[src/design/rgba8_to_texel_format_packer_defines.svh]
// Assertion helpers shared by the packer modules.
// Every module that asserts has ports named aclk and aresetn.
`ifndef RGBA8_TO_TEXEL_FORMAT_PACKER_DEFINES_SVH
`define RGBA8_TO_TEXEL_FORMAT_PACKER_DEFINES_SVH

// Consequent checked in the same cycle as the antecedent.
`define TXP_ASSERT_SAME(lbl, ante, cons) \
    lbl: assert property (@(posedge aclk) disable iff (!aresetn) (ante) |-> (cons)) \
        else $error("packer check failed");

// Consequent checked in the cycle after the antecedent.
`define TXP_ASSERT_NEXT(lbl, ante, cons) \
    lbl: assert property (@(posedge aclk) disable iff (!aresetn) (ante) |=> (cons)) \
        else $error("packer check failed");

`endif

[src/design/txp_pkg.sv]
package txp_pkg;

    localparam logic [3:0] FMT_RGB5A1   = 4'd0;
    localparam logic [3:0] FMT_RGBA8888 = 4'd1;
    localparam logic [3:0] FMT_CI4      = 4'd2;
    localparam logic [3:0] FMT_CI8      = 4'd3;
    localparam logic [3:0] FMT_IA4      = 4'd4;
    localparam logic [3:0] FMT_IA8      = 4'd5;
    localparam logic [3:0] FMT_IA88     = 4'd6;
    localparam logic [3:0] FMT_I4       = 4'd7;
    localparam logic [3:0] FMT_I8       = 4'd8;

    // ci4 only looks at the first entries of the palette
    localparam int CI4_LEN = 16;

    // One item moving down the cell row, with the search results so far.
    typedef struct packed {
        logic        valid;
        logic        load;
        logic [7:0]  pal_index;
        logic [3:0]  fmt;
        logic [31:0] px0;
        logic [31:0] px1;
        logic        found0;
        logic [7:0]  idx0;
        logic        found1;
        logic [3:0]  idx1;
    } item_t;

endpackage

[src/design/txp_cell.sv]
`include "rgba8_to_texel_format_packer_defines.svh"

module txp_cell #(
    parameter int IDX = 0
) (
    input  logic            aclk,
    input  logic            aresetn,
    input  logic            adv,
    input  txp_pkg::item_t  item_in,
    output txp_pkg::item_t  item_out
);

    localparam logic [7:0] ID     = 8'(IDX);
    localparam bit         IN_CI4 = (IDX < txp_pkg::CI4_LEN);

    logic [31:0]    entry_reg;
    txp_pkg::item_t item_reg;
    txp_pkg::item_t item_next;
    logic           srch;
    logic           hit0;
    logic           hit1;
    logic           wr;

    assign srch = item_in.valid && !item_in.load;
    assign wr   = item_in.valid && item_in.load && (item_in.pal_index == ID);

    always_comb begin
        hit0 = srch && !item_in.found0 && (entry_reg == item_in.px0) &&
               ((item_in.fmt == txp_pkg::FMT_CI8) ||
                ((item_in.fmt == txp_pkg::FMT_CI4) && IN_CI4));
        hit1 = srch && !item_in.found1 && (entry_reg == item_in.px1) &&
               (item_in.fmt == txp_pkg::FMT_CI4) && IN_CI4;
        item_next = item_in;
        if (hit0) begin
            item_next.found0 = 1'b1;
            item_next.idx0   = ID;
        end
        if (hit1) begin
            item_next.found1 = 1'b1;
            item_next.idx1   = ID[3:0];
        end
    end

    always_ff @(posedge aclk) begin
        if (!aresetn) begin
            entry_reg <= 32'd0;
        end else if (adv && wr) begin
            entry_reg <= item_in.px0;
        end
    end

    always_ff @(posedge aclk) begin
        if (!aresetn) begin
            item_reg.valid <= 1'b0;
        end else if (adv) begin
            item_reg <= item_next;
        end
    end

    assign item_out = item_reg;

    `TXP_ASSERT_SAME(a_idx_in_range, item_reg.valid && item_reg.found0, item_reg.idx0 <= ID)
    `TXP_ASSERT_NEXT(a_entry_written, adv && wr, entry_reg == $past(item_in.px0))

endmodule

[config.mk]
export PLATFORM = sky130hd
export DESIGN_NAME = txp_cell
export DESIGN_NICKNAME = d
export VERILOG_FILES = /design/src/design/txp_pkg.sv /design/src/design/txp_cell.sv
export VERILOG_INCLUDE_DIRS = /design/src /design/src/design
export SDC_FILE = /design/constraint.sdc
export NUM_CORES = 1
export LEC_CHECK = 0
export ABC_CLOCK_PERIOD_IN_PS = 8300
export BUFFER_PORTS_ARGS = -buffer_cell sky130_fd_sc_hd__buf_4
export CORE_ASPECT_RATIO = 1.5
export CORE_MARGIN = 5
export CORE_UTILIZATION = 44
export CTS_CLUSTER_SIZE = 12
export DETAILED_ROUTE_END_ITERATION = 8
export HOLD_SLACK_MARGIN = 0.06
export PLACE_DENSITY = 0.8
export SYNTH_ARGS = -nofsm -noshare
export SYNTH_HDL_FRONTEND = slang
export SYNTH_SLANG_ARGS = --single-unit
[constraint.sdc]
create_clock -name aclk -period 8.3 [get_ports aclk]
set_input_delay 1.245 -clock aclk [delete_from_list [all_inputs] [get_ports aclk]]
set_output_delay 1.245 -clock aclk [all_outputs]
set_load 0.03 [all_outputs]
==> Word-level counts from Yosys, hierarchy flattened <==
Index checks and enable logic that the tools add are counted.
{ "word_totals": {"reg_bits": 124, "out_inout_bits": 92} }
{ "op_classes": {"n_eq_ne": 4, "reduce_logical": 16} }
{ "op_table": {"columns": ["cell", "count"], "rows": [
  ["equality test 32 bit", 2],
  ["logical AND 1 bit", 10],
  ["equality test 4 x 2 -> 1 bit (second input constant)", 2],
  ["zero test 8 bit", 1],
  ["zero test 1 bit", 3],
  ["AND reduction 2 bit", 1],
  ["logical OR 1 bit", 1]
]} }

==> Longest topological paths before layout <==
{ "depth": {"word_depth": 5, "mapped_depth": 5, "ltp_nobuf": 4} }

==> Worst setup path after synthesis <==
OpenSTA, ideal clock, no wires.
{ "synth_timing": {"path_type": "input -> register", "from": "in aresetn", "to": "reg item_reg (netlist bit item_out[0]), enable pin", "stages": 2, "required_time_ns": 7.840, "setup_time_ns": 0.460, "path_buffers": 1, "arrival_time_ns": 3.589, "setup_slack_ns": 4.251, "cell_sequence": "clkbuf_1 -> and2_1"} }
{ "synth_between": {"elab_chain_len": 1} }
{ "synth_lines": {"columns": ["item", "line_no", "source"], "rows": [
  ["from (decl)", "txp_cell.sv:7", "input logic aresetn,"],
  ["AND reduction 2 bit (no source line)", null, null],
  ["to (signal assigned)", "txp_cell.sv:56", "item_reg <= item_next;"],
  ["to (decl)", "txp_cell.sv:17", "txp_pkg::item_t item_reg;"]
]} }
No other way between the ends.
A chain may end at the register's enable or synchronous reset.

==> Worst setup path after layout <==
{ "layout_timing": {"from": "in item_in[84] in the netlist's numbering", "to": "reg entry_reg[28]"} }
{ "layout_between": {"elab_chain_len": 3} }
{ "layout_lines": {"columns": ["item", "line_no", "source"], "rows": [
  ["from (decl)", "txp_cell.sv:9", "input txp_pkg::item_t item_in,"],
  ["zero test 8 bit", "txp_cell.sv:25", "assign wr = item_in.valid && item_in.load && (item_in.pal_index == ID);"],
  ["logical AND 1 bit", "txp_cell.sv:25", null],
  ["logical AND 1 bit", "txp_cell.sv:47", "end else if (adv && wr) begin"],
  ["to (signal assigned)", "txp_cell.sv:48", "entry_reg <= item_in.px0;"],
  ["to (decl)", "txp_cell.sv:16", "logic [31:0] entry_reg;"]
]} }
No other way between the ends.

==> flow_metrics.py <==
metrics = {
    "sta": {
        "tightest_slew_ps": 1158,
        "period_share_pct": 36.10,
        "clock_skew_ps": 8.902,
        "finalSetupViolCount": 0,
        "hold_violations": 0,
        "drv_slew": 0,
        "fin_crit_ps": 2996,
        "slew_headroom_pct": 22.83,
        "clock.fmax_mhz": 333.7,
        "setup_tns_ps": 0,
        "hold_ws_ps": 528.2,
        "rsz0062_at_grt": "false",
    },
    "floorplan": {
        "dieArea_mm2": 0.01338,
        "num_rows": 47,
        "initial_core_util_pct": 44.53,
        "ios": 187,
        "die_w_um": 96.14,
        "fp.coreArea_mm2": 0.01100,
        "die_h_um": 139.2,
    },
    "worst_setup_path": {
        "worst_path_max_delay_cell": "nand3_2",
        "critPathMaxFanout": 32,
        "cp.arrival_ps": 3270,
        "crit_type": "in -> reg",
        "critPathCaptureType": "flop",
        "cp-start-kind": "input port",
        "cp_cell_sequence": "buf_4 -> nor4_1 -> nand3_2 -> mux2i_1 -> nor2b_1",
        "slowest_delay_ps": 930,
        "worstPathRequired_ps": 8580,
    },
    "detailed_routing": {
        "wl_per_cell_um": 17.50,
        "drt-total-wl_mm": 11.81,
        "postRouteAntennaNets": 0,
        "first_iter_violations": 139,
        "drc": 0,
        "drt-pass1-iter-count": 4,
        "via_per_inst": 4.748,
        "vias": 3205,
    },
    "clock_network": {
        "postCtsHoldBufs": 0,
        "post-cts-setup-buffers": 0,
        "cts_root_buf": "clkbuf_16",
        "clk_latency_ps": 400,
        "numCtsBuffers": 17,
        "cts_resized": 0,
        "clock_path_buffers": 2,
        "cts.reportedPaths.clkPinSlew_ps": 60,
        "clock_sinks": 124,
        "tritoncts": "yes",
        "cts_max_level": 4,
    },
    "grt": {
        "grt_max_degree": 92,
        "grt_usage_pct": 18.00,
        "grt_pass1_vias": 3318,
        "antenna_found_initial": 0,
        "grt_pass1_wl_mm": 17.58,
        "grt_overflow": 0,
    },
    "logic_synthesis": {
        "synth_top_cell_by_area": "edfxtp_1",
        "synth_top_area_share_pct": 55.80,
        "synth_cell_types": 24,
        "ys_warn_count": 0,
        "syn_area_mm2": 0.004897,
        "synth_seq_cells": 124,
        "syn-num-nets": 411,
        "async_flop_share_pct": 0,
        "ys_top_cells_by_area": "edfxtp_1, dfxtp_1, xnor2_1, mux2i_1, nor2b_1",
        "synth_edf_count": 91,
        "synth_cells": 316,
        "seq_area_frac_synth_pct": 69.29,
        "avgSynthCellArea_um2": 15.50,
        "synth_top_flop_cell": "edfxtp_1",
    },
    "finish": {
        "antennaDiodeCount": 0,
        "final_util_pct": 63.81,
        "fillers": 821,
        "final_cells": 675,
        "mostFrequentLayoutCell": "buf_4",
        "final_cell_mix": "buf_4, edfxtp_1, xnor2_1",
        "layout.nets": 610,
        "drive_gt1_share_pct": 42.42,
        "area_growth_pct": 43.28,
        "largest_register_ffs": 92,
    },
    "power_and_ir_drop": {
        "powerDensity_mw_per_mm2": 226.3,
        "p_leak_nw": 2.884,
        "peakVddDrop_v": 0.0001412,
    },
    "placement": {
        "dp.cells": 643,
        "hpwl_mm": 8.883,
        "port_buffers": 186,
        "routabilityCongestion": 0.7728,
    },
    "job": {
        "max_cap_violations": 0,
    },
    "outcome": {
        "status": "finished clean",
    },
    "min_path": {
        "hold_class": "reg -> reg",
    },
}
## power breakdown
part | leakage [nW] | switching (mW) | internal, mW | total [mW]
logic | 1.49 | 0.111 | 0.0804 | 0.192
clock network | 0.271 | 0.252 | 0.436 | 0.687
registers | 1.12 | 0.00845 | 0.700 | 0.709
total | 2.88 | 0.371 | 1.22 | 1.59
## layout make-up
type | count | area, µm² | area share, %
Clock inverter | 10 | 90.09 | 1.284
Clock buffer | 22 | 475.5 | 6.776
Timing Repair Buffer | 186 | 1396 | 19.90
Sequential cell | 124 | 3393 | 48.36
Tap cell | 147 | 183.9 | 2.621
Multi-Input combinational cell | 174 | 1433 | 20.42
Inverter | 12 | 45.04 | 0.6419
## per-stage QoR
| step | area, µm² | setup slack (ps) | total power [mW] |
|---|---|---|---|
| floorplan | 4897 | 4251 | 0.8147 |
| global placement | 6451 | 4976 | 0.9110 |
| detailed placement | 6451 | 4942 | 0.9149 |
| CTS | 7017 | 5298 | 1.599 |
| global route | 7017 | 5116 | 1.642 |
| finish | 7017 | 5304 | 1.588 |
## Yosys cell counts, drive strengths merged, types with 3 or more instances
master	number
xnor2	62
inv	12
nand4	14
a31oi	12
dfxtp	33
nand3	3
edfxtp	91
nor3	4
clkbuf	3
mux2i	33
nor2b	33
buf	3
nor4	4
## cells by family (layout without fill, tap and decap cells)
| logic type | Yosys count | in the layout | share of synthesized area [%] |
|---|---|---|---|
| DFF | 124 | 124 | 69.29 |
| xor gates and xnor gates | 64 | 64 | 11.45 |
| and+or+nand+nor | 63 | 63 | 9.019 |
| muxes | 33 | 33 | 6.745 |
| buffers and inverters | 18 | 230 | 1.609 |
| AOI/OAI and AO/OA | 14 | 14 | 1.891 |
## metal layers
metal	GRT usage [%]	vias to the layer above	part of all wire [%]
li1	-	1546	-
met1	19.24	1518	36
met2	32.33	126	56
met3	4.374	15	6.7
met4	8.246	0	1.9
met5	0	-	0
## worst paths after layout
path	start	to	slack (ps)	cells past startpoint
setup / recovery	item_in[84]	entry_reg[28]	5300	5
hold / removal	item_out[91]	item_out[91]	530	2
setup reg to reg	entry_reg[21]	item_out[12]	6440	4
hold reg to reg	item_out[91]	item_out[91]	530	2
## worst max-delay path: cells and delay by family
family,cells,cell delay (ps)
multiplexers,1,520
AND/OR/NAND/NOR,3,1370
buffers and inverters,1,110
(Power assumes the default switching activity.)
