[config.mk]
export PLATFORM = sky130hd
export DESIGN_NAME = txp_out
export DESIGN_NICKNAME = d
export VERILOG_FILES = /design/src/design/txp_pkg.sv /design/src/design/txp_out.sv
export VERILOG_INCLUDE_DIRS = /design/src /design/src/design
export SDC_FILE = /design/constraint.sdc
export NUM_CORES = 1
export LEC_CHECK = 0
export BUFFER_PORTS_ARGS = -buffer_cell sky130_fd_sc_hd__buf_2
export CORE_UTILIZATION = 64
export CTS_CLUSTER_SIZE = 12
export DETAILED_ROUTE_END_ITERATION = 10
export PLACE_DENSITY = 0.83
export SLEW_MARGIN = 30
export SYNTH_ARGS = -nofsm -noshare
export SYNTH_HDL_FRONTEND = slang
export SYNTH_SLANG_ARGS = --single-unit
[constraint.sdc]
create_clock -name aclk -period 17.9 [get_ports aclk]
set_input_delay 3.58 -clock aclk [delete_from_list [all_inputs] [get_ports aclk]]
set_output_delay 3.58 -clock aclk [all_outputs]
set_load 0.01 [all_outputs]
[src/design/rgba8_to_texel_format_packer_defines.svh]
// Assertion helpers shared by the packer modules.
// Every module that asserts has ports named aclk and aresetn.
`ifndef RGBA8_TO_TEXEL_FORMAT_PACKER_DEFINES_SVH
`define RGBA8_TO_TEXEL_FORMAT_PACKER_DEFINES_SVH

// Consequent checked in the same cycle as the antecedent.
`define TXP_ASSERT_SAME(lbl, ante, cons) \
    lbl: assert property (@(posedge aclk) disable iff (!aresetn) (ante) |-> (cons)) \
        else $error("packer check failed");

// Consequent checked in the cycle after the antecedent.
`define TXP_ASSERT_NEXT(lbl, ante, cons) \
    lbl: assert property (@(posedge aclk) disable iff (!aresetn) (ante) |=> (cons)) \
        else $error("packer check failed");

`endif

[src/design/txp_pkg.sv]
package txp_pkg;

    localparam logic [3:0] FMT_RGB5A1   = 4'd0;
    localparam logic [3:0] FMT_RGBA8888 = 4'd1;
    localparam logic [3:0] FMT_CI4      = 4'd2;
    localparam logic [3:0] FMT_CI8      = 4'd3;
    localparam logic [3:0] FMT_IA4      = 4'd4;
    localparam logic [3:0] FMT_IA8      = 4'd5;
    localparam logic [3:0] FMT_IA88     = 4'd6;
    localparam logic [3:0] FMT_I4       = 4'd7;
    localparam logic [3:0] FMT_I8       = 4'd8;

    // ci4 only looks at the first entries of the palette
    localparam int CI4_LEN = 16;

    // One item moving down the cell row, with the search results so far.
    typedef struct packed {
        logic        valid;
        logic        load;
        logic [7:0]  pal_index;
        logic [3:0]  fmt;
        logic [31:0] px0;
        logic [31:0] px1;
        logic        found0;
        logic [7:0]  idx0;
        logic        found1;
        logic [3:0]  idx1;
    } item_t;

endpackage

[src/design/txp_out.sv]
`include "rgba8_to_texel_format_packer_defines.svh"

module txp_out (
    input  logic            aclk,
    input  logic            aresetn,
    input  txp_pkg::item_t  item_in,
    input  logic            m_ready,
    output logic            adv,
    output logic            m_valid,
    output logic [31:0]     m_texel,
    output logic            m_palette_hit
);

    // reciprocals, exact over the operand ranges used here
    localparam logic [26:0] Mul255 = 27'd8225;
    localparam logic [19:0] Mul3   = 20'd683;
    localparam logic [20:0] Mul51  = 21'd1286;
    localparam logic [25:0] Mul765 = 26'd5483;
    localparam logic [15:0] Mul17  = 16'd241;

    function automatic logic [4:0] chan5(input logic [7:0] x);
        logic [12:0] n;
        logic [26:0] p;
        n = 13'(x) * 13'd31 + 13'd127;
        p = 27'(n) * Mul255;
        return 5'(p >> 21);
    endfunction

    function automatic logic [7:0] int8(input logic [9:0] s);
        logic [19:0] p;
        p = 20'(s) * Mul3;
        return 8'(p >> 11);
    endfunction

    function automatic logic [3:0] int4(input logic [9:0] s);
        logic [9:0]  n;
        logic [20:0] p;
        n = s + 10'd8;
        p = 21'(n) * Mul51;
        return 4'(p >> 16);
    endfunction

    function automatic logic [2:0] int3(input logic [9:0] s);
        logic [12:0] n;
        logic [25:0] p;
        n = 13'(s) * 13'd7 + 13'd127;
        p = 26'(n) * Mul765;
        return 3'(p >> 22);
    endfunction

    function automatic logic [3:0] alpha4(input logic [7:0] a);
        logic [15:0] p;
        p = 16'(a) * Mul17;
        return 4'(p >> 12);
    endfunction

    logic [7:0]  r0, g0, b0, a0, r1, g1, b1, a1;
    logic [9:0]  sum0, sum1;
    logic [31:0] texel_c;
    logic        hit_c;
    logic        known;
    logic        produce;
    logic        m_valid_reg, m_valid_next;
    logic [31:0] m_texel_reg;
    logic        m_hit_reg;

    assign {r0, g0, b0, a0} = item_in.px0;
    assign {r1, g1, b1, a1} = item_in.px1;
    assign sum0 = 10'(r0) + 10'(g0) + 10'(b0);
    assign sum1 = 10'(r1) + 10'(g1) + 10'(b1);

    always_comb begin
        known   = 1'b1;
        hit_c   = 1'b1;
        texel_c = 32'd0;
        unique case (item_in.fmt)
            txp_pkg::FMT_RGB5A1: texel_c = {16'd0, chan5(r0), chan5(g0), chan5(b0), a0[7]};
            txp_pkg::FMT_RGBA8888: texel_c = item_in.px0;
            txp_pkg::FMT_CI4: begin
                texel_c = {24'd0, item_in.idx0[3:0], item_in.idx1};
                hit_c   = item_in.found0 && item_in.found1;
            end
            txp_pkg::FMT_CI8: begin
                texel_c = {24'd0, item_in.idx0};
                hit_c   = item_in.found0;
            end
            txp_pkg::FMT_IA4:  texel_c = {24'd0, int3(sum0), a0[7], int3(sum1), a1[7]};
            txp_pkg::FMT_IA8:  texel_c = {24'd0, int4(sum0), alpha4(a0)};
            txp_pkg::FMT_IA88: texel_c = {16'd0, int8(sum0), a0};
            txp_pkg::FMT_I4:   texel_c = {24'd0, int4(sum0), int4(sum1)};
            txp_pkg::FMT_I8:   texel_c = {24'd0, int8(sum0)};
            default:           known   = 1'b0;
        endcase
    end

    // drop loads and unknown formats at the end of the row
    assign produce      = item_in.valid && !item_in.load && known;
    assign adv          = !m_valid_reg || m_ready;
    assign m_valid_next = adv ? produce : m_valid_reg;

    always_ff @(posedge aclk) begin
        if (!aresetn) begin
            m_valid_reg <= 1'b0;
        end else begin
            m_valid_reg <= m_valid_next;
        end
    end

    always_ff @(posedge aclk) begin
        if (adv && produce) begin
            m_texel_reg <= texel_c;
            m_hit_reg   <= hit_c;
        end
    end

    assign m_valid       = m_valid_reg;
    assign m_texel       = m_texel_reg;
    assign m_palette_hit = m_hit_reg;

    `TXP_ASSERT_SAME(a_rise_from_convert, $rose(m_valid_reg), $past(adv && produce))

endmodule
# Yosys cells after proc, flatten, opt, wreduce, memory -nomap -nowiden
# Cells that the tools add are included.
[word_totals]
reg_bits = 34
latchBits = 0
ram_bits = 0
romBits = 0
input_bits = 95
out_inout_bits = 35
wordCells = 48
n_memories = 0
[classes]
add_sub_neg = 11
n_mul = 14
n_div = 0
order_cmp = 0
eq_ne = 8
n_shift = 0
mux = 3
n_bitwise = 0
n_reduce_logical = 9
[ops]
columns = ["operator", "count"]
rows = [
  ["$pmux 32 s9", 1],
  ["$mul 13x14->26 const B", 3],
  ["$add 13x7->13 const B", 5],
  ["$mul 10x10->19 const B", 3],
  ["$mul 13x13->25 const B", 2],
  ["$mul 8x5->13 const B", 3],
  ["$mul 10x3->13 const B", 2],
  ["$add 10x4->10 const B", 2],
  ["$add 9x8->10", 2],
  ["$add 8x8->9", 2],
  ["$eq 4x3->1 const B", 4],
  ["$mul 8x8->16 const B", 1],
  ["$reduce_or 9->1", 1],
  ["$eq 4x2->1 const B", 2],
  ["$eq 4x1->1 const B", 1],
  ["$eq 4x4->1 const B", 1],
  ["$logic_and 1x1->1", 4],
  ["$logic_not 4->1", 1],
  ["$logic_not 1->1", 2],
  ["$pmux 1 s2", 1],
  ["$logic_or 1x1->1", 1],
  ["$mux 1", 1],
]

# Longest topological paths before layout
[logic_depth]
word_depth = 6
ltp_mapped = 39

# Worst setup path before layout
# Ideal clock, no wire load.
[synth_path]
path_type = "input port to flip-flop"
startpoint = "input item_in[23] (netlist name)"
endpoint = "register m_texel_reg[3], in the netlist m_texel[3] (data pin)"
setup_time_ns = 0.267
t_arrival_ns = 12.416
t_required_ns = 17.633
path_slack_ns = 5.217
path_stages = 37
n_path_buf = 0
cell_sequence = "inv_1 fa_1 inv_1 ha_1 inv_1 fa_1 nor2b_1 o21ai_1 a21oi_1 nor2_1 xnor2_1 inv_1 fa_1 inv_1 ha_1 ha_1 a21oi_1 o21ai_1 and4_1 nor3_1 inv_2 ha_1 fa_1 fa_1 inv_1 fa_1 fa_1 inv_1 ha_1 a21o_1 a211oi_1 o211a_1 o211ai_1 a2111oi_0 nor3_1 xnor2_1 o211ai_1"
[synth_between]
elab_chain_cells = 5
[synth_rtl]
columns = ["item", "line", "source"]
rows = [
  ["start: declaration", "txp_out.sv:6", "input txp_pkg::item_t item_in,"],
  ["$add 9x8->10 *", "txp_out.sv:70", "assign sum1 = 10'(r1) + 10'(g1) + 10'(b1);"],
  ["$mul 10x3->13", "txp_out.sv:46", "n = 13'(s) * 13'd7 + 13'd127;"],
  ["$add 13x7->13", "txp_out.sv:46", ""],
  ["$mul 13x13->25", "txp_out.sv:47", "p = 26'(n) * Mul765;"],
  ["$pmux 32 s9 *", "txp_out.sv:76", "unique case (item_in.fmt)"],
  ["named net texel_c[3]", "txp_out.sv:59", "logic [31:0] texel_c;"],
  ["end signal: assignment", "txp_out.sv:111", "m_texel_reg <= texel_c;"],
  ["end: declaration", "txp_out.sv:64", "logic [31:0] m_texel_reg;"],
]
# The timed path passes the listed nets; every way through them passes the cells marked *.
# A chain may end at the register's enable or synchronous reset.

# Worst setup path after layout
[layout_path]
startpoint = "input item_in[63] (netlist name)"
endpoint = "register m_texel_reg[7], in the netlist m_texel[7] (data pin)"
[layout_between]
elab_chain_cells = 6
[layout_rtl]
columns = ["item", "line", "source"]
rows = [
  ["$add 8x8->9", "txp_out.sv:69", "assign sum0 = 10'(r0) + 10'(g0) + 10'(b0);"],
  ["$add 9x8->10", "txp_out.sv:69", ""],
  ["$mul 10x3->13", "txp_out.sv:46", ""],
  ["$add 13x7->13", "txp_out.sv:46", ""],
  ["$mul 13x13->25", "txp_out.sv:47", ""],
  ["$pmux 32 s9 *", "txp_out.sv:76", ""],
  ["named net texel_c[7]", "txp_out.sv:59", ""],
]
# Marks and branches as above.

==> results.py <==
metrics = {
    "timing": {
        "fmax_mhz": 71.21,
        "hold_viol_final": 0,
        "period_needed_ps": 14040,
        "min_period_over_period_pct": 78.46,
        "slew_violations": 0,
        "rsz0062_at_grt": "no",
        "worst_pin_slew_ps": 971.1,
        "setup_viol": 0,
        "finalClockSkew_ps": 4.325,
        "maxSlewHeadroom_pct": 35.12,
        "setup_tns_ps": 0,
    },
    "clock_tree": {
        "cts.sinks": 34,
        "cts_tree": "built",
        "cts_hold_buf": 0,
        "cts.clk_slew.worst_paths_ps": 60,
        "clockBufferDepth": 2,
        "cts_buffers": 5,
        "cts-root-buf": "clkbuf_16",
        "post_cts_resized": 0,
        "cts_setup_buffers": 0,
        "htree_levels": 2,
        "clk_latency_ps": 290,
    },
    "cells_and_area": {
        "drive_gt1_share_pct": 7.607,
        "area_growth_pct": 6.279,
        "ff_latch_area_um2": 1011,
        "largest_reg_flops": 32,
        "multi_input_area_um2": 17740,
        "fillers": 2365,
        "nets": 3223,
    },
    "worst_hold_path": {
        "hold_depth": 2,
        "hold_path_class": "reg -> reg",
    },
    "placed_design": {
        "gp_congestion": 0.9378,
        "hpwl_um": 39580,
        "io_buffers": 114,
    },
    "critical_path": {
        "cp_data_arrival_time_ps": 14060,
        "crit_top_cell": "inv_1",
        "reg2reg_depth": 2,
        "critPathLaunchType": "input port",
        "cpMaxStageDelayCell": "fa_1",
        "crit_required_ps": 17910,
        "path_class": "in -> reg",
        "critPathMaxStageDelay_ps": 760,
        "r2r_setup_slack_ps": 16270,
        "critPathCaptureType": "register",
        "cp_max_fo": 7,
    },
    "die": {
        "rows": 65,
        "die_w_um": 181,
        "die_h_um": 181,
        "coreArea_um2": 31560,
        "ios": 130,
        "dieArea_um2": 32760,
        "start_util_pct": 64.98,
    },
    "run": {
        "drv_cap": 0,
    },
    "global_route": {
        "grt_usage_pct": 28.06,
        "grt_pass1_wl_um": 75400,
        "grt_pass1_vias": 16440,
        "grt_max_degree": 34,
        "grt_overflow": 0,
        "antenna_found_initial": 4,
    },
    "yosys": {
        "ys_async_sr_fraction_pct": 0,
        "netlist_area_um2": 20510,
        "synth_common_cells": "638 x ha_1, 459 x inv_1, 230 x fa_1",
        "postSynthCellCount": 2144,
        "ys_seq_area_share_pct": 4.930,
        "post-synth-top-count-cell": "ha_1",
        "synth_edf_count": 33,
        "synth_ff_type": "edfxtp_1",
        "synth_area_leaders": "ha_1 39%, fa_1 22%, inv_1 8.4%",
        "syn_area_per_cell_um2": 9.564,
        "synth_cell_types": 80,
        "synthesis.nets": 3107,
        "yosysWarnings": 0,
        "yosysTopAreaCellShare_pct": 38.93,
        "synth_seq_cells": 34,
        "synth.largest_area_cell": "ha_1",
    },
    "drt": {
        "drtPass1Iterations": 5,
        "wl_um": 44580,
        "viasPerCell": 5.840,
        "wl_per_cell_um": 16.73,
        "drt_iter0_drc": 802,
        "antenna_left": 0,
        "num_vias": 15560,
        "drc": 0,
    },
    "status": {
        "status": "finished clean",
    },
}
==> cells by family after synthesis <==
group           Yosys count  synth area share [%]
xor+xnor                130                 5.766
buf+inv                 473                 8.664
fa+ha+maj               868                 61.38
flops                    34                 4.930
compound gates          301                 10.24
mux                      19                0.9824
simple gates            319                 8.030
==> path summary, 6_finish.rpt <==
check,start,to
max,item_in[63],m_texel[7]
min,m_valid,m_valid
max reg2reg,m_valid,m_texel[0]
min reg2reg,m_valid,m_valid
==> routing by layer <==
metal  global-route usage, %  wire [um]  vias to the layer above
met5                       0         20                        -
met2                   51.09      22220                      397
li1                        -          -                     7528
met3                   3.225       2142                      116
met1                   34.32      18750                     7513
met4                   9.288       1446                        4
==> worst max-delay path: cells and delay by family <==
family,cells,cell delay [ps]
fa+ha+maj,12,5190
buf+inv,9,1180
simple gates,5,1600
compound gates,10,2520
==> cells in the final DEF, fill, tap and decap left out, drive strengths merged, types with 14 or more instances in the layout <==
| cell type | netlist | layout |
|---|---|---|
| ha | 638 | 638 |
| inv | 463 | 463 |
| fa | 230 | 230 |
| buf | 2 | 118 |
| xnor2 | 95 | 95 |
| nor2 | 74 | 74 |
| a21oi | 71 | 71 |
| nand2 | 57 | 57 |
| o21ai | 52 | 52 |
| nor3 | 40 | 40 |
| xor2 | 34 | 34 |
| edfxtp | 33 | 33 |
| and2 | 29 | 29 |
| a21o | 29 | 29 |
| nand3 | 26 | 26 |
| a211oi | 26 | 26 |
| nand4 | 18 | 18 |
| nor2b | 15 | 15 |
| o21a | 14 | 14 |
==> metrics by stage <==
| step | cell area, um2 | worst slack, ps | util, % | hold slack, ps | instances |
|---|---|---|---|---|---|
| CTS | 21790 | 3898 | 69.06 | 561.7 | 2663 |
| finish | 21790 | 3856 | 69.06 | 560.1 | 2664 |
| global route | 21790 | 3346 | 69.06 | 610.0 | 2663 |
| floorplan | 20510 | 5217 | - | 609.3 | 2144 |
| detailed placement | 21600 | 3632 | 68.44 | 546.3 | 2655 |
| global placement | 21590 | 3859 | 68.41 | 537.9 | 2655 |
==> cell type report <==
type | instances | area share, %
repair buffers | 118 | 2.756
clock buffers | 5 | 0.5741
inverters | 464 | 7.992
clock inverters | 3 | 0.3158
well taps | 402 | 2.308
diodes | 1 | 0.01148
multi-input cells | 1637 | 81.40
flip-flops and latches | 34 | 4.639
Power is left out: the tool's default activity adds up to more than one toggle a clock period on the data nets, which glitch-free logic cannot reach.
